[src/design/lirs_pkg.sv]
// shared constants, types and controller/datapath interface for the resampler
package lirs_pkg;

    localparam int COUNT_WIDTH  = 32;
    localparam int MAX_UPSAMPLE = 32;
    localparam int MAX_RESULTS  = 64;

    localparam int SAMPLE_W  = 16;
    localparam int RATE_W    = 19;
    localparam int CFG_IDX_W = 1;
    localparam int NCNT_W    = $clog2(MAX_RESULTS + 1);

    localparam logic [CFG_IDX_W-1:0] REG_IN_RATE  = 1'd0;
    localparam logic [CFG_IDX_W-1:0] REG_OUT_RATE = 1'd1;

    localparam logic [RATE_W-1:0] IN_RATE_RST  = 19'd48000;
    localparam logic [RATE_W-1:0] OUT_RATE_RST = 19'd16000;

    // shared restoring divider: quotient must fit DIV_Q_W bits
    localparam int DIV_DVD_W = 37;
    localparam int DIV_DVS_W = 20;
    localparam int DIV_Q_W   = 19;
    localparam int DIV_CNT_W = $clog2(DIV_Q_W);
    localparam int DIV_SH_W  = DIV_DVS_W + DIV_Q_W - 1;

    typedef enum logic [1:0] {
        ESEL_PEND,
        ESEL_INTERP,
        ESEL_HELD
    } t_esel;

    typedef enum logic [1:0] {
        DSEL_IN_OVER_OUT,
        DSEL_OUT_OVER_IN,
        DSEL_INTERP
    } t_dsel;

    typedef struct packed {
        logic  load;
        logic  count;
        logic  emit;
        t_esel emit_sel;
        logic  pend_store;
        logic  mul;
        logic  div_start;
        t_dsel div_sel;
        logic  store_step;
        logic  store_bnd_step;
        logic  adv;
        logic  skip_dec;
        logic  hold;
        logic  flush;
        logic  err_out;
    } t_cmd;

    typedef struct packed {
        logic step_ok;
        logic rate_err;
        logic pend_valid;
        logic om_lt_bound;
        logic idx_lt_bound;
        logic have_held;
        logic skip_zero;
        logic last;
        logic emit_ok;
        logic stg_valid;
        logic out_free;
        logic n_lt_max;
        logic div_done;
        logic cfg_hit;
    } t_sts;

endpackage

[src/design/linear_interp_resampler.sv]
// top level: linear interpolation sample rate converter
// one request at a time: accept, check, pending result, then per output computed loop,
// multiply, the 19-step shared divider and emit, or a phase step for a dropped output;
// at stream end tail copies of the held sample follow; a rate error gives an error result
// output stalls hold the flow; synchronous active-low reset: rates 48000/16000, stream cleared;
// after reset and after every rate write two divisions set up step constants before input is taken
module linear_interp_resampler #(
    parameter int COUNT_WIDTH  = lirs_pkg::COUNT_WIDTH,
    parameter int MAX_UPSAMPLE = lirs_pkg::MAX_UPSAMPLE
) (
    input  logic                                 i_clk,
    input  logic                                 i_rst_n,
    input  logic                                 i_in_valid,
    output logic                                 o_in_stall,
    input  logic signed [lirs_pkg::SAMPLE_W-1:0] i_sample_in,
    input  logic                                 i_stream_end,
    output logic                                 o_out_valid,
    input  logic                                 i_out_stall,
    output logic signed [lirs_pkg::SAMPLE_W-1:0] o_sample_out,
    output logic                                 o_run_last,
    output logic                                 o_stream_done,
    output logic                                 o_rate_error,
    input  logic                                 i_cfg_we,
    input  logic [lirs_pkg::CFG_IDX_W-1:0]       i_cfg_idx,
    input  logic [lirs_pkg::RATE_W-1:0]          i_cfg_data
);

    lirs_pkg::t_cmd w_cmd;
    lirs_pkg::t_sts w_sts;

    lirs_ctrl u_ctrl (
        .i_clk      (i_clk),
        .i_rst_n    (i_rst_n),
        .i_in_valid (i_in_valid),
        .o_in_stall (o_in_stall),
        .i_sts      (w_sts),
        .o_cmd      (w_cmd)
    );

    lirs_dp #(
        .COUNT_WIDTH  (COUNT_WIDTH),
        .MAX_UPSAMPLE (MAX_UPSAMPLE)
    ) u_dp (
        .i_clk         (i_clk),
        .i_rst_n       (i_rst_n),
        .i_cmd         (w_cmd),
        .o_sts         (w_sts),
        .i_sample_in   (i_sample_in),
        .i_stream_end  (i_stream_end),
        .i_cfg_we      (i_cfg_we),
        .i_cfg_idx     (i_cfg_idx),
        .i_cfg_data    (i_cfg_data),
        .i_out_stall   (i_out_stall),
        .o_out_valid   (o_out_valid),
        .o_sample_out  (o_sample_out),
        .o_run_last    (o_run_last),
        .o_stream_done (o_stream_done),
        .o_rate_error  (o_rate_error)
    );

endmodule

[src/design/lirs_div.sv]
// iterative restoring divider, one quotient bit per cycle
module lirs_div (
    input  logic                                i_clk,
    input  logic                                i_rst_n,
    input  logic                                i_start,
    input  logic [lirs_pkg::DIV_DVD_W-1:0]      i_dividend,
    input  logic [lirs_pkg::DIV_DVS_W-1:0]      i_divisor,
    output logic                                o_done,
    output logic [lirs_pkg::DIV_Q_W-1:0]        o_quo,
    output logic [lirs_pkg::DIV_DVD_W-1:0]      o_rem
);

    localparam int DW = lirs_pkg::DIV_DVD_W;
    localparam int QW = lirs_pkg::DIV_Q_W;
    localparam int SW = lirs_pkg::DIV_SH_W;
    localparam int CW = lirs_pkg::DIV_CNT_W;

    logic [DW-1:0] r_rem;
    logic [SW-1:0] r_ds;
    logic [QW-1:0] r_quo;
    logic [CW-1:0] r_cnt;
    logic          r_busy;
    logic          r_done;

    logic          w_ge;
    logic [SW-1:0] w_diff;

    assign w_ge   = SW'(r_rem) >= r_ds;
    assign w_diff = SW'(r_rem) - r_ds;

    always_ff @(posedge i_clk) begin
        if (!i_rst_n) begin
            r_busy <= 1'b0;
            r_done <= 1'b0;
            r_cnt  <= '0;
        end else begin
            r_done <= 1'b0;
            if (i_start) begin
                r_busy <= 1'b1;
                r_cnt  <= '0;
            end else if (r_busy) begin
                r_cnt <= r_cnt + CW'(1);
                if (r_cnt == CW'(QW - 1)) begin
                    r_busy <= 1'b0;
                    r_done <= 1'b1;
                end
            end
        end
    end

    always_ff @(posedge i_clk) begin
        if (i_start) begin
            r_rem <= i_dividend;
            r_ds  <= {i_divisor, (QW - 1)'(0)};
            r_quo <= '0;
        end else if (r_busy) begin
            if (w_ge) begin
                r_rem <= w_diff[DW-1:0];
            end
            r_quo <= {r_quo[QW-2:0], w_ge};
            r_ds  <= r_ds >> 1;
        end
    end

    assign o_done = r_done;
    assign o_quo  = r_quo;
    assign o_rem  = r_rem;

endmodule

[src/design/lirs_ctrl.sv]
// sequencing state machine for the resampler
module lirs_ctrl (
    input  logic           i_clk,
    input  logic           i_rst_n,
    input  logic           i_in_valid,
    output logic           o_in_stall,
    input  lirs_pkg::t_sts i_sts,
    output lirs_pkg::t_cmd o_cmd
);

    typedef enum logic [12:0] {
        S_IDLE  = 13'b0000000000001,
        S_CW0   = 13'b0000000000010,
        S_CW1   = 13'b0000000000100,
        S_CHECK = 13'b0000000001000,
        S_ERR   = 13'b0000000010000,
        S_PEND  = 13'b0000000100000,
        S_LOOP  = 13'b0000001000000,
        S_MUL   = 13'b0000010000000,
        S_IWAIT = 13'b0000100000000,
        S_IOUT  = 13'b0001000000000,
        S_HOLD  = 13'b0010000000000,
        S_TAIL  = 13'b0100000000000,
        S_FLUSH = 13'b1000000000000
    } t_state;

    t_state r_state;
    t_state n_state;
    logic   w_ready;

    assign w_ready    = (r_state == S_IDLE) && i_sts.step_ok && !i_sts.cfg_hit;
    assign o_in_stall = !w_ready;

    always_ff @(posedge i_clk) begin
        if (!i_rst_n) begin
            r_state <= S_IDLE;
        end else begin
            r_state <= n_state;
        end
    end

    always_comb begin
        n_state = r_state;
        o_cmd   = '0;
        unique case (r_state)
            S_IDLE: begin
                priority if (i_sts.cfg_hit) begin
                    n_state = S_IDLE;
                end else if (!i_sts.step_ok) begin
                    // rate change: work out the per-sample step constants
                    o_cmd.div_start = 1'b1;
                    o_cmd.div_sel   = lirs_pkg::DSEL_IN_OVER_OUT;
                    n_state         = S_CW0;
                end else if (i_in_valid) begin
                    o_cmd.load = 1'b1;
                    n_state    = S_CHECK;
                end
            end
            S_CW0: begin
                priority if (i_sts.cfg_hit) begin
                    n_state = S_IDLE;
                end else if (i_sts.div_done) begin
                    o_cmd.store_step = 1'b1;
                    o_cmd.div_start  = 1'b1;
                    o_cmd.div_sel    = lirs_pkg::DSEL_OUT_OVER_IN;
                    n_state          = S_CW1;
                end
            end
            S_CW1: begin
                priority if (i_sts.cfg_hit) begin
                    n_state = S_IDLE;
                end else if (i_sts.div_done) begin
                    o_cmd.store_bnd_step = 1'b1;
                    n_state              = S_IDLE;
                end
            end
            S_CHECK: begin
                if (i_sts.rate_err) begin
                    n_state = S_ERR;
                end else begin
                    o_cmd.count = 1'b1;
                    n_state     = S_PEND;
                end
            end
            S_ERR: begin
                if (i_sts.out_free) begin
                    o_cmd.err_out = 1'b1;
                    n_state       = S_IDLE;
                end
            end
            S_PEND: begin
                priority if (i_sts.pend_valid && i_sts.om_lt_bound) begin
                    if (i_sts.emit_ok) begin
                        o_cmd.emit     = 1'b1;
                        o_cmd.emit_sel = lirs_pkg::ESEL_PEND;
                        n_state        = S_LOOP;
                    end
                end else begin
                    n_state = S_LOOP;
                end
            end
            S_LOOP: begin
                priority if (!i_sts.have_held) begin
                    n_state = S_HOLD;
                end else if (!i_sts.skip_zero) begin
                    o_cmd.skip_dec = 1'b1;
                    n_state        = S_HOLD;
                end else if (i_sts.idx_lt_bound || (!i_sts.last && !i_sts.pend_valid)) begin
                    o_cmd.mul = 1'b1;
                    n_state   = S_MUL;
                end else begin
                    // result would be dropped: just step the phase
                    o_cmd.adv = 1'b1;
                end
            end
            S_MUL: begin
                o_cmd.div_start = 1'b1;
                o_cmd.div_sel   = lirs_pkg::DSEL_INTERP;
                n_state         = S_IWAIT;
            end
            S_IWAIT: begin
                if (i_sts.div_done) begin
                    n_state = S_IOUT;
                end
            end
            S_IOUT: begin
                priority if (i_sts.idx_lt_bound) begin
                    if (i_sts.emit_ok) begin
                        o_cmd.emit     = 1'b1;
                        o_cmd.emit_sel = lirs_pkg::ESEL_INTERP;
                        o_cmd.adv      = 1'b1;
                        n_state        = S_LOOP;
                    end
                end else begin
                    o_cmd.pend_store = !i_sts.last && !i_sts.pend_valid;
                    o_cmd.adv        = 1'b1;
                    n_state          = S_LOOP;
                end
            end
            S_HOLD: begin
                o_cmd.hold = 1'b1;
                n_state    = i_sts.last ? S_TAIL : S_FLUSH;
            end
            S_TAIL: begin
                priority if (i_sts.om_lt_bound && i_sts.n_lt_max) begin
                    if (i_sts.emit_ok) begin
                        o_cmd.emit     = 1'b1;
                        o_cmd.emit_sel = lirs_pkg::ESEL_HELD;
                    end
                end else begin
                    n_state = S_FLUSH;
                end
            end
            S_FLUSH: begin
                if (!i_sts.stg_valid || i_sts.out_free) begin
                    o_cmd.flush = 1'b1;
                    n_state     = S_IDLE;
                end
            end
            default: begin
                n_state = S_IDLE;
            end
        endcase
    end

endmodule

[src/design/lirs_dp.sv]
// datapath: rate registers, stream state, interpolation and result registers
module lirs_dp #(
    parameter int COUNT_WIDTH  = lirs_pkg::COUNT_WIDTH,
    parameter int MAX_UPSAMPLE = lirs_pkg::MAX_UPSAMPLE
) (
    input  logic                                 i_clk,
    input  logic                                 i_rst_n,
    input  lirs_pkg::t_cmd                       i_cmd,
    output lirs_pkg::t_sts                       o_sts,
    input  logic signed [lirs_pkg::SAMPLE_W-1:0] i_sample_in,
    input  logic                                 i_stream_end,
    input  logic                                 i_cfg_we,
    input  logic [lirs_pkg::CFG_IDX_W-1:0]       i_cfg_idx,
    input  logic [lirs_pkg::RATE_W-1:0]          i_cfg_data,
    input  logic                                 i_out_stall,
    output logic                                 o_out_valid,
    output logic signed [lirs_pkg::SAMPLE_W-1:0] o_sample_out,
    output logic                                 o_run_last,
    output logic                                 o_stream_done,
    output logic                                 o_rate_error
);

    localparam int SW   = lirs_pkg::SAMPLE_W;
    localparam int RW   = lirs_pkg::RATE_W;
    localparam int CW   = COUNT_WIDTH;
    localparam int QSW  = COUNT_WIDTH + RW + 1;
    localparam int UPW  = RW + 6;
    localparam int NW   = lirs_pkg::NCNT_W;
    localparam int DVDW = lirs_pkg::DIV_DVD_W;
    localparam int DVSW = lirs_pkg::DIV_DVS_W;
    localparam int QW   = lirs_pkg::DIV_Q_W;
    localparam logic [CW-1:0] CNT_MAX = {CW{1'b1}};

    // configuration and step constants
    logic [RW-1:0] r_in_rate, r_out_rate;
    logic          r_step_ok;
    logic [QW-1:0] r_sq, r_bq;
    logic [RW-1:0] r_sr, r_br;

    // current item
    logic signed [SW-1:0] r_x;
    logic                 r_last;
    logic [NW-1:0]        r_nres;

    // stream state
    logic signed [SW-1:0] r_held;
    logic                 r_have_held;
    logic [RW-1:0]        r_phase, r_skip;
    logic [CW-1:0]        r_in_seen, r_out_made, r_bnd_q;
    logic [RW+1:0]        r_bnd_r;
    logic                 r_pend_valid;
    logic signed [SW-1:0] r_pend_val;

    // interpolation product and divider sign
    logic signed [36:0] r_prod;
    logic               r_nneg;

    // staging and output registers
    logic                 r_stg_valid;
    logic signed [SW-1:0] r_stg_val;
    logic                 r_out_valid;
    logic signed [SW-1:0] r_out_sample;
    logic                 r_out_run_last, r_out_done, r_out_err;

    // divider
    logic              w_div_done;
    logic [QW-1:0]     w_quo;
    logic [DVDW-1:0]   w_rem;
    logic [DVDW-1:0]   w_dvd;
    logic [DVSW-1:0]   w_dvs;

    logic                 w_cfg_hit, w_clr, w_out_free, w_n_lt_max, w_rate_err;
    logic [UPW-1:0]       w_up;
    logic [RW-1:0]        w_new_ir;
    logic signed [16:0]   w_diff;
    logic signed [19:0]   w_ph;
    logic signed [36:0]   w_prod;
    logic signed [37:0]   w_num, w_num_neg;
    logic [DVDW-1:0]      w_num_abs;
    logic [19:0]          w_quo_ext;
    logic signed [19:0]   w_qs, w_y;
    logic signed [SW-1:0] w_emit_val;
    logic [RW:0]          w_psum;
    logic                 w_wrap;
    logic [RW:0]          w_skip_sum;
    logic [RW+1:0]        w_bsum, w_two_ir;
    logic                 w_bnd_c;
    logic [QSW-1:0]       w_bq_sum;
    logic [CW-1:0]        w_bq_next;
    logic [CW:0]          w_idx;

    assign w_cfg_hit  = i_cfg_we
                        && (i_cfg_idx == lirs_pkg::REG_IN_RATE
                            || i_cfg_idx == lirs_pkg::REG_OUT_RATE);
    assign w_new_ir   = (w_cfg_hit && i_cfg_idx == lirs_pkg::REG_IN_RATE)
                        ? i_cfg_data : r_in_rate;
    assign w_clr      = w_cfg_hit || ((i_cmd.flush || i_cmd.err_out) && r_last);
    assign w_out_free = !r_out_valid || !i_out_stall;
    assign w_n_lt_max = r_nres < NW'(lirs_pkg::MAX_RESULTS);

    assign w_up       = UPW'(r_in_rate) * UPW'(MAX_UPSAMPLE);
    assign w_rate_err = (r_in_rate == '0) || (r_out_rate == '0)
                        || (UPW'(r_out_rate) > w_up);

    // (b - a) * phase, then 2*t + out_rate for round-half-up
    assign w_diff    = 17'(r_x) - 17'(r_held);
    assign w_ph      = $signed({1'b0, r_phase});
    assign w_prod    = w_diff * w_ph;
    assign w_num     = (38'(r_prod) <<< 1) + 38'($signed({1'b0, r_out_rate}));
    assign w_num_neg = -w_num;
    assign w_num_abs = w_num[37] ? w_num_neg[DVDW-1:0] : w_num[DVDW-1:0];

    // floor division for both signs
    assign w_quo_ext = 20'(w_quo);
    assign w_qs      = r_nneg ? $signed(w_quo_ext)
                              : -$signed(w_quo_ext + 20'(w_rem != '0));
    assign w_y       = 20'(r_held) + w_qs;

    always_comb begin
        unique case (i_cmd.emit_sel)
            lirs_pkg::ESEL_PEND:   w_emit_val = r_pend_val;
            lirs_pkg::ESEL_INTERP: w_emit_val = w_y[SW-1:0];
            lirs_pkg::ESEL_HELD:   w_emit_val = r_held;
            default:               w_emit_val = r_held;
        endcase
    end

    always_comb begin
        unique case (i_cmd.div_sel)
            lirs_pkg::DSEL_IN_OVER_OUT: begin
                w_dvd = DVDW'(r_in_rate);
                w_dvs = DVSW'(r_out_rate);
            end
            lirs_pkg::DSEL_OUT_OVER_IN: begin
                w_dvd = DVDW'(r_out_rate);
                w_dvs = DVSW'(r_in_rate);
            end
            lirs_pkg::DSEL_INTERP: begin
                w_dvd = w_num_abs;
                w_dvs = {r_out_rate, 1'b0};
            end
            default: begin
                w_dvd = w_num_abs;
                w_dvs = {r_out_rate, 1'b0};
            end
        endcase
    end

    lirs_div u_div (
        .i_clk      (i_clk),
        .i_rst_n    (i_rst_n),
        .i_start    (i_cmd.div_start),
        .i_dividend (w_dvd),
        .i_divisor  (w_dvs),
        .o_done     (w_div_done),
        .o_quo      (w_quo),
        .o_rem      (w_rem)
    );

    // phase steps by in_rate mod out_rate, skip by the quotient plus wrap
    assign w_psum     = {1'b0, r_phase} + {1'b0, r_sr};
    assign w_wrap     = w_psum >= {1'b0, r_out_rate};
    assign w_skip_sum = {1'b0, r_skip} + (RW + 1)'(r_sq) + (RW + 1)'(w_wrap);

    // running round(n*out/in): quotient and remainder by 2*in_rate
    assign w_bsum    = r_bnd_r + {1'b0, r_br, 1'b0};
    assign w_two_ir  = {1'b0, r_in_rate, 1'b0};
    assign w_bnd_c   = w_bsum >= w_two_ir;
    assign w_bq_sum  = QSW'(r_bnd_q) + QSW'(r_bq) + QSW'(w_bnd_c);
    assign w_bq_next = (w_bq_sum > QSW'(CNT_MAX)) ? CNT_MAX : w_bq_sum[CW-1:0];

    assign w_idx = {1'b0, r_out_made} + (CW + 1)'(r_pend_valid);

    always_ff @(posedge i_clk) begin
        if (!i_rst_n) begin
            r_in_rate    <= lirs_pkg::IN_RATE_RST;
            r_out_rate   <= lirs_pkg::OUT_RATE_RST;
            r_step_ok    <= 1'b0;
            r_last       <= 1'b0;
            r_nres       <= '0;
            r_held       <= '0;
            r_have_held  <= 1'b0;
            r_phase      <= '0;
            r_skip       <= '0;
            r_in_seen    <= '0;
            r_out_made   <= '0;
            r_bnd_q      <= '0;
            r_bnd_r      <= (RW + 2)'(lirs_pkg::IN_RATE_RST);
            r_pend_valid <= 1'b0;
            r_stg_valid  <= 1'b0;
            r_out_valid  <= 1'b0;
        end else begin
            if (w_cfg_hit) begin
                if (i_cfg_idx == lirs_pkg::REG_IN_RATE) begin
                    r_in_rate <= i_cfg_data;
                end else begin
                    r_out_rate <= i_cfg_data;
                end
            end

            if (i_cmd.store_bnd_step) begin
                r_step_ok <= 1'b1;
            end
            if (w_cfg_hit) begin
                r_step_ok <= 1'b0;
            end

            if (i_cmd.load) begin
                r_last <= i_stream_end;
                r_nres <= '0;
            end

            if (i_cmd.count && r_in_seen != CNT_MAX) begin
                r_in_seen <= r_in_seen + CW'(1);
                r_bnd_q   <= w_bq_next;
                r_bnd_r   <= w_bnd_c ? (w_bsum - w_two_ir) : w_bsum;
            end

            if (i_cmd.adv) begin
                r_phase <= w_wrap ? RW'(w_psum - {1'b0, r_out_rate}) : w_psum[RW-1:0];
                r_skip  <= w_skip_sum[RW-1:0];
            end
            if (i_cmd.skip_dec) begin
                r_skip <= r_skip - RW'(1);
            end

            if (i_cmd.hold) begin
                r_have_held <= 1'b1;
                r_held      <= r_x;
            end

            if (i_cmd.pend_store) begin
                r_pend_valid <= 1'b1;
            end

            if (i_cmd.emit) begin
                if (r_out_made != CNT_MAX) begin
                    r_out_made <= r_out_made + CW'(1);
                end
                if (i_cmd.emit_sel == lirs_pkg::ESEL_PEND) begin
                    r_pend_valid <= 1'b0;
                end
                if (w_n_lt_max) begin
                    r_nres      <= r_nres + NW'(1);
                    r_stg_valid <= 1'b1;
                end
            end
            if (i_cmd.flush) begin
                r_stg_valid <= 1'b0;
            end

            // output register: loaded only when empty or being taken
            if (i_cmd.emit && w_n_lt_max && r_stg_valid) begin
                r_out_valid <= 1'b1;
            end else if (i_cmd.flush && r_stg_valid) begin
                r_out_valid <= 1'b1;
            end else if (i_cmd.err_out) begin
                r_out_valid <= 1'b1;
            end else if (r_out_valid && !i_out_stall) begin
                r_out_valid <= 1'b0;
            end

            // end of stream or a rate write restarts the stream
            if (w_clr) begin
                r_held       <= '0;
                r_have_held  <= 1'b0;
                r_phase      <= '0;
                r_skip       <= '0;
                r_in_seen    <= '0;
                r_out_made   <= '0;
                r_bnd_q      <= '0;
                r_bnd_r      <= (RW + 2)'(w_new_ir);
                r_pend_valid <= 1'b0;
            end
        end
    end

    // payload registers
    always_ff @(posedge i_clk) begin
        if (i_cmd.store_step) begin
            r_sq <= w_quo;
            r_sr <= w_rem[RW-1:0];
        end
        if (i_cmd.store_bnd_step) begin
            r_bq <= w_quo;
            r_br <= w_rem[RW-1:0];
        end
        if (i_cmd.load) begin
            r_x <= i_sample_in;
        end
        if (i_cmd.mul) begin
            r_prod <= w_prod;
        end
        if (i_cmd.div_start) begin
            r_nneg <= !w_num[37];
        end
        if (i_cmd.pend_store) begin
            r_pend_val <= w_y[SW-1:0];
        end
        if (i_cmd.emit && w_n_lt_max) begin
            r_stg_val <= w_emit_val;
        end

        if (i_cmd.emit && w_n_lt_max && r_stg_valid) begin
            r_out_sample   <= r_stg_val;
            r_out_run_last <= 1'b0;
            r_out_done     <= 1'b0;
            r_out_err      <= 1'b0;
        end else if (i_cmd.flush && r_stg_valid) begin
            r_out_sample   <= r_stg_val;
            r_out_run_last <= 1'b1;
            r_out_done     <= r_last;
            r_out_err      <= 1'b0;
        end else if (i_cmd.err_out) begin
            r_out_sample   <= '0;
            r_out_run_last <= 1'b1;
            r_out_done     <= r_last;
            r_out_err      <= 1'b1;
        end
    end

    always_comb begin
        o_sts              = '0;
        o_sts.step_ok      = r_step_ok;
        o_sts.rate_err     = w_rate_err;
        o_sts.pend_valid   = r_pend_valid;
        o_sts.om_lt_bound  = r_out_made < r_bnd_q;
        o_sts.idx_lt_bound = w_idx < {1'b0, r_bnd_q};
        o_sts.have_held    = r_have_held;
        o_sts.skip_zero    = r_skip == '0;
        o_sts.last         = r_last;
        o_sts.emit_ok      = !r_stg_valid || w_out_free || !w_n_lt_max;
        o_sts.stg_valid    = r_stg_valid;
        o_sts.out_free     = w_out_free;
        o_sts.n_lt_max     = w_n_lt_max;
        o_sts.div_done     = w_div_done;
        o_sts.cfg_hit      = w_cfg_hit;
    end

    assign o_out_valid   = r_out_valid;
    assign o_sample_out  = r_out_sample;
    assign o_run_last    = r_out_run_last;
    assign o_stream_done = r_out_done;
    assign o_rate_error  = r_out_err;

endmodule

[config.mk]
export PLATFORM = sky130hd
export DESIGN_NAME = linear_interp_resampler
export DESIGN_NICKNAME = d
export VERILOG_FILES = /design/src/design/lirs_pkg.sv /design/src/design/linear_interp_resampler.sv /design/src/design/lirs_div.sv /design/src/design/lirs_ctrl.sv /design/src/design/lirs_dp.sv
export SDC_FILE = /design/constraint.sdc
export NUM_CORES = 2
export LEC_CHECK = 0
export BUFFER_PORTS_ARGS = -buffer_cell sky130_fd_sc_hd__buf_2
export CAP_MARGIN = 20
export CORE_ASPECT_RATIO = 1.25
export CORE_MARGIN = 5
export CORE_UTILIZATION = 45
export DETAILED_ROUTE_END_ITERATION = 8
export GPL_TIMING_DRIVEN = 0
export PLACE_DENSITY_LB_ADDON = 0.08
export SYNTH_ARGS = -nofsm -noshare
export SYNTH_HDL_FRONTEND = slang
export SYNTH_SLANG_ARGS = --single-unit
[constraint.sdc]
create_clock -name i_clk -period 18 [get_ports i_clk]
set_input_delay 3.6 -clock i_clk [delete_from_list [all_inputs] [get_ports i_clk]]
set_output_delay 3.6 -clock i_clk [all_outputs]
set_load 0.005 [all_outputs]
# After elaboration in Yosys (flattened, before gate mapping)
# Cells that the tools add are included.
# op_classes
addsub	21
n_mul	1
magnitude_cmp	8
eq_ne	26
n_mux	100
n_bitwise	3
n_reduce_logical	54
# op_table
cell	n
$mux W13	18
$pmux W13 S13	1
$mux W37	4
$mux W19	6
$mux W38	2
$pmux W37 S2	1
$add A32 B1 Y32 const B	2
$mux W16	4
$ne A32 B32 Y1 const B	2
$logic_not A19 Y1	3
$add A52 B1 Y52	1
$gt A52 B32 Y1 const B	1
$mux W1	42
$pmux W20 S2	1
$add A38 B20 Y38	1
$ge A37 B38 Y1	1
$mul A17 B20 Y37	1
$neg A37 Y37	1
$reduce_bool A37 Y1	1
$sub A37 B37 Y37	1
$add A32 B1 Y33	1
$add A32 B19 Y33	1
$lt A33 B32 Y1	1
$lt A32 B32 Y1	1
other kinds (58)	115
# word_totals
reg_bits	517
inputBits	42
out_inout_bits	21
wordCells	251

# Depth between registers and ports, before layout
# logic_depth
word_depth	10
ltp_mapped	39
ltp_nobuf	37

# By module
# A second synthesis with hierarchy kept.
# unflattened
cells_unflattened	5353
hier_area_um2	46693.5
# by_module_without_submodules
module	n_inst	cells_each	area_per_inst_um2	seq_area_each_um2
lirs_dp	1	4512	39256.4	9849.4
lirs_div	1	690	6286.0	2592.5
lirs_ctrl	1	151	1151.1	260.2

# Worst setup path after synthesis
# Ideal clock, no wire load.
# synth_timing
kind	reg2reg
start	register u_dp.r_x[0]
end	register u_dp.r_prod[36], data pin
arrival_time_ns	8.577
t_required_ns	17.740
slack_ns	9.163
path_stages_with_launch	37
period_less_slack_ns	8.837
path_cell_list	edfxtp_1 > inv_1 > ha_1 > fa_1 > nor2b_1 > o21ai_0 > a21boi_0 > o21ai_0 > a21boi_0 > o21ai_0 > a21boi_0 > o21ai_0 > nor2b_1 > xnor2_1 > clkbuf_1 > nand2_1 > fa_1 > inv_1 > fa_1 > fa_1 > fa_1 > fa_1 > inv_1 > fa_1 > inv_1 > ha_1 > a21o_1 > a21o_1 > a21oi_1 > o21ai_0 > a221oi_1 > a41oi_1 > o211ai_1 > nand2b_1 > a21bo_2 > a21oi_1 > xnor2_1
# synth_via
elab_chain_len	2
# synth_lines
item	line	rtl
start: declaration	lirs_dp.sv:41	logic signed [SW-1:0] r_x;
start signal: assignment	lirs_dp.sv:289	r_x <= i_sample_in;
$sub A16 B16 Y17	lirs_dp.sv:106	assign w_diff = 17'(r_x) - 17'(r_held);
$mul A17 B20 Y37	lirs_dp.sv:108	assign w_prod = w_diff * w_ph;
via u_dp.w_prod[36]	lirs_dp.sv:77	logic signed [36:0] w_prod;
end signal: assignment	lirs_dp.sv:292	r_prod <= w_prod;
end: declaration	lirs_dp.sv:55	logic signed [36:0] r_prod;
# The timed path passes the listed nets, and every way through them passes these cells.
# A chain may end at the register's enable or synchronous reset.

# Final worst setup path
# layout_timing
start	register u_dp.r_held[1]
end	register u_dp.r_prod[35], data pin
# layout_via
elab_chain_len	2
# layout_lines
item	line	rtl
start: declaration	lirs_dp.sv:46	logic signed [SW-1:0] r_held;
start signal: assignment	lirs_dp.sv:229	r_held <= r_x;
$sub A16 B16 Y17	lirs_dp.sv:106	
$mul A17 B20 Y37	lirs_dp.sv:108	
via u_dp.w_prod[35]	lirs_dp.sv:77	
# The timed path passes the listed nets, and every way through them passes these cells.

==> results.json <==
{
  "status": "completed",
  "cts_tree": "done",
  "worst-endpoint-required_ps": 18410,
  "totalWireLength_microns": 157000,
  "hold_path.class": "flip-flop to flip-flop",
  "path_class": "flip-flop to flip-flop",
  "core_area_sq_um": 104800,
  "path_common_cell": "fa_1",
  "synthTopCellsByCount": "nand2_1, inv_1, ha_1",
  "power_density_nw_per_um2": 65.66,
  "place_congestion": 0.9499,
  "syn_area_per_cell_sq_um": 8.566,
  "postCtsSetupBuffers": 0,
  "yosys_register_bits": 517,
  "portBuffers": 62,
  "wl_per_cell_microns": 22.22,
  "maxSlewViolCount": 0,
  "grt_util_met1_pct": 33.50,
  "clock-root-buffer": "clkbuf_16",
  "grt_pass1_wl_microns": 237400,
  "clock_latency_ps": 690,
  "grt_max_degree": 38,
  "ys_top_cells_by_area": "edfxtp_1, dfxtp_1, ha_1",
  "skew_ps": 58.34,
  "grt_pass1_vias": 40110,
  "die_area_sq_um": 111800,
  "drt-initial-drc-count": 3198,
  "synthesis.area_sq_um": 47330,
  "h-tree-depth": 2,
  "area_growth_syn_to_layout_pct": 8.975,
  "fin_ws_ps": 7137,
  "met3_usage_pct": 2.830,
  "holdBufCountCts": 0,
  "worst_pin_slew_ps": 1276,
  "max_freq_ghz": 0.09206,
  "syn_nets": 6266,
  "r2r_slack_ps": 7140,
  "yosysWarnings": 0,
  "detail_route.first_pass.iterations": 6,
  "max_cap_viol_count": 0,
  "fillers": 10390,
  "period_needed_ps": 10860,
  "drive_above_1_share_pct": 4.879,
  "reg2regPathDepth": 35,
  "regToRegEndpoint": "u_dp.r_prod[35]$_DFFE_PP_",
  "finalSetupTns_ps": 0,
  "io_pins": 63,
  "max_stage_delay_ps": 920,
  "fin_crit_sh_pct": 60.35,
  "critPathLaunch": "u_dp.r_held[1]$_SDFFE_PP0N_",
  "ys_async_sr_fraction_pct": 0,
  "ant_nets": 0,
  "grtUsageTotal_pct": 27.35,
  "nets": 6412,
  "ir_drop_mv": 0.09414,
  "vias": 41160,
  "die_x_microns": 300.1,
  "start_util_pct": 45.15,
  "p_leak_nw": 21.91,
  "vias_per_cell": 5.824,
  "synth_edf_count": 235,
  "yosysTopAreaCell": "edfxtp_1",
  "numCtsBuffers": 57,
  "setup_violations": 0,
  "grt.busiest_layer": "met2",
  "rr_startpoint": "u_dp.r_held[1]$_SDFFE_PP0N_",
  "end_kind": "flip-flop",
  "critPathMaxFanout": 10,
  "drc_errors": 0,
  "cts-resized-gates": 0,
  "rsz0062_at_grt": "false",
  "synth.most_common_cell": "nand2_1",
  "dp_hpwl_microns": 126400,
  "endpoint": "u_dp.r_prod[35]$_DFFE_PP_",
  "grt_overflow": 0,
  "slowest_stage": "nor3_1",
  "place_ws_ps": 7224,
  "ys.flop_type": "dfxtp_1",
  "clk_pin_slew_ps": 60,
  "relSlewSlack_pct": 14.94,
  "cp-start-kind": "flip-flop",
  "arrival_ps": 11270,
  "yosysTopAreaCellShare_pct": 14.91,
  "seq_area_frac_synth_pct": 26.84,
  "die_h_microns": 372.6,
  "grt_util_met2_pct": 48.41,
  "synth_cell_types": 108,
  "hold_viol": 0,
  "cts_buffer_depth": 3,
  "placementRows": 133,
  "syn_inst": 5525,
  "grt_antenna_before_repair": 6,
  "diodes": 0,
  "clock_sinks": 517
}
[registers in the layout, summed over array words and instances, names as in the netlist, 21 cells and up]
name	count
u_dp.u_div.r_ds	38
u_dp.r_prod	37
u_dp.u_div.o_rem	37
u_dp.r_bnd_q	32
u_dp.r_in_seen	32
u_dp.r_out_made	32
u_dp.r_bnd_r	21
[area by class of cell]
class	instances	area, sq um	area share, %
Multi-Input combinational cell	4202	31630	61.32
Tap cell	1350	1689	3.275
Sequential cell	517	12700	24.63
Clock buffer	67	1485	2.880
Inverter	579	2173	4.214
Clock inverter	39	436.7	0.8466
Timing Repair Buffer	87	580.6	1.126
Buffer	227	884.6	1.715
[layout by cell type, fill, tap and decap left out, drive strengths merged, types with 19 or more instances in the layout]
cell / count
nand2: 619
inv: 580
ha: 434
nor2: 383
a21oi: 327
dfxtp: 282
o21ai: 276
clkbuf: 266
fa: 265
edfxtp: 235
xnor2: 204
nand3: 142
and2: 125
xor2: 124
a21o: 121
nor3: 119
buf: 115
nor2b: 79
nand4: 75
mux2i: 74
nor4: 67
a31oi: 56
o211ai: 56
a211oi: 47
and3: 46
or3: 38
nand2b: 38
o31ai: 38
a22oi: 36
o21bai: 36
o21a: 34
or4: 32
clkinv: 31
or2: 27
o22ai: 24
a21boi: 19
[cells by family (layout without fill, tap and decap cells)]
logic type / count (synthesis) / count (layout) / synth area share [%]
buf+inv: 806 / 999 / 6.458
xor+xnor: 328 / 328 / 6.070
compound gates: 1250 / 1250 / 17.40
mux: 79 / 79 / 1.684
simple gates: 1846 / 1846 / 18.87
flops: 517 / 517 / 26.84
fa+ha+maj: 699 / 699 / 22.68
[metrics by stage]
stage / total power (W) / hold WS, ps / cells / area, sq um / util [%]
floorplan: 0.001927 / 424.9 / 5525 / 47330 / -
global route: 0.003531 / 515.8 / 7068 / 51580 / 49.20
CTS: 0.003402 / 486.1 / 7065 / 51550 / 49.17
detailed placement: 0.002171 / 477.6 / 6959 / 49630 / 47.34
global placement: 0.002160 / 463.9 / 6937 / 49330 / 47.05
finish: 0.003386 / 490.9 / 7068 / 51580 / 49.20
[power by group]
part	switching (W)	internal [W]	total [W]
clock	0.000530	0.000695	0.00122
sequential	0.0000884	0.00131	0.00140
combinational	0.000453	0.000306	0.000760
[worst min path at each step]
stage	to	depth (start not counted)	slack, ps	start
global placement	u_ctrl.r_state[10]$_SDFFE_PN0P_	1	460	u_dp.r_have_held$_SDFFE_PP0N_
detailed placement	u_dp.r_nres[1]$_SDFF_PN0_	2	480	u_dp.r_nres[1]$_SDFF_PN0_
global route	u_dp.r_bnd_r[3]$_SDFFE_PN0P_	2	520	u_dp.r_bnd_r[3]$_SDFFE_PN0P_
floorplan	u_dp.r_bq[18]$_DFFE_PP_	0	420	u_dp.u_div.o_quo[18]$_SDFFE_PP0P_
finish	u_dp.r_nres[1]$_SDFF_PN0_	2	490	u_dp.r_nres[1]$_SDFF_PN0_
CTS	u_dp.r_nres[1]$_SDFF_PN0_	2	490	u_dp.r_nres[1]$_SDFF_PN0_
[critical path, delay by kind of cell (launching register included)]
kind	cells	cell delay [ps]
buf+inv	6	940
flops	1	480
fa+ha+maj	8	3940
compound gates	13	3230
xor+xnor	1	170
simple gates	7	1850
[per-layer routing]
layer	part of all wire, %	wire length [microns]
met1	41	64010
met2	49	77090
met3	4.6	7274
met4	5.5	8569
met5	0.051	80
(Power assumes the default switching activity.)
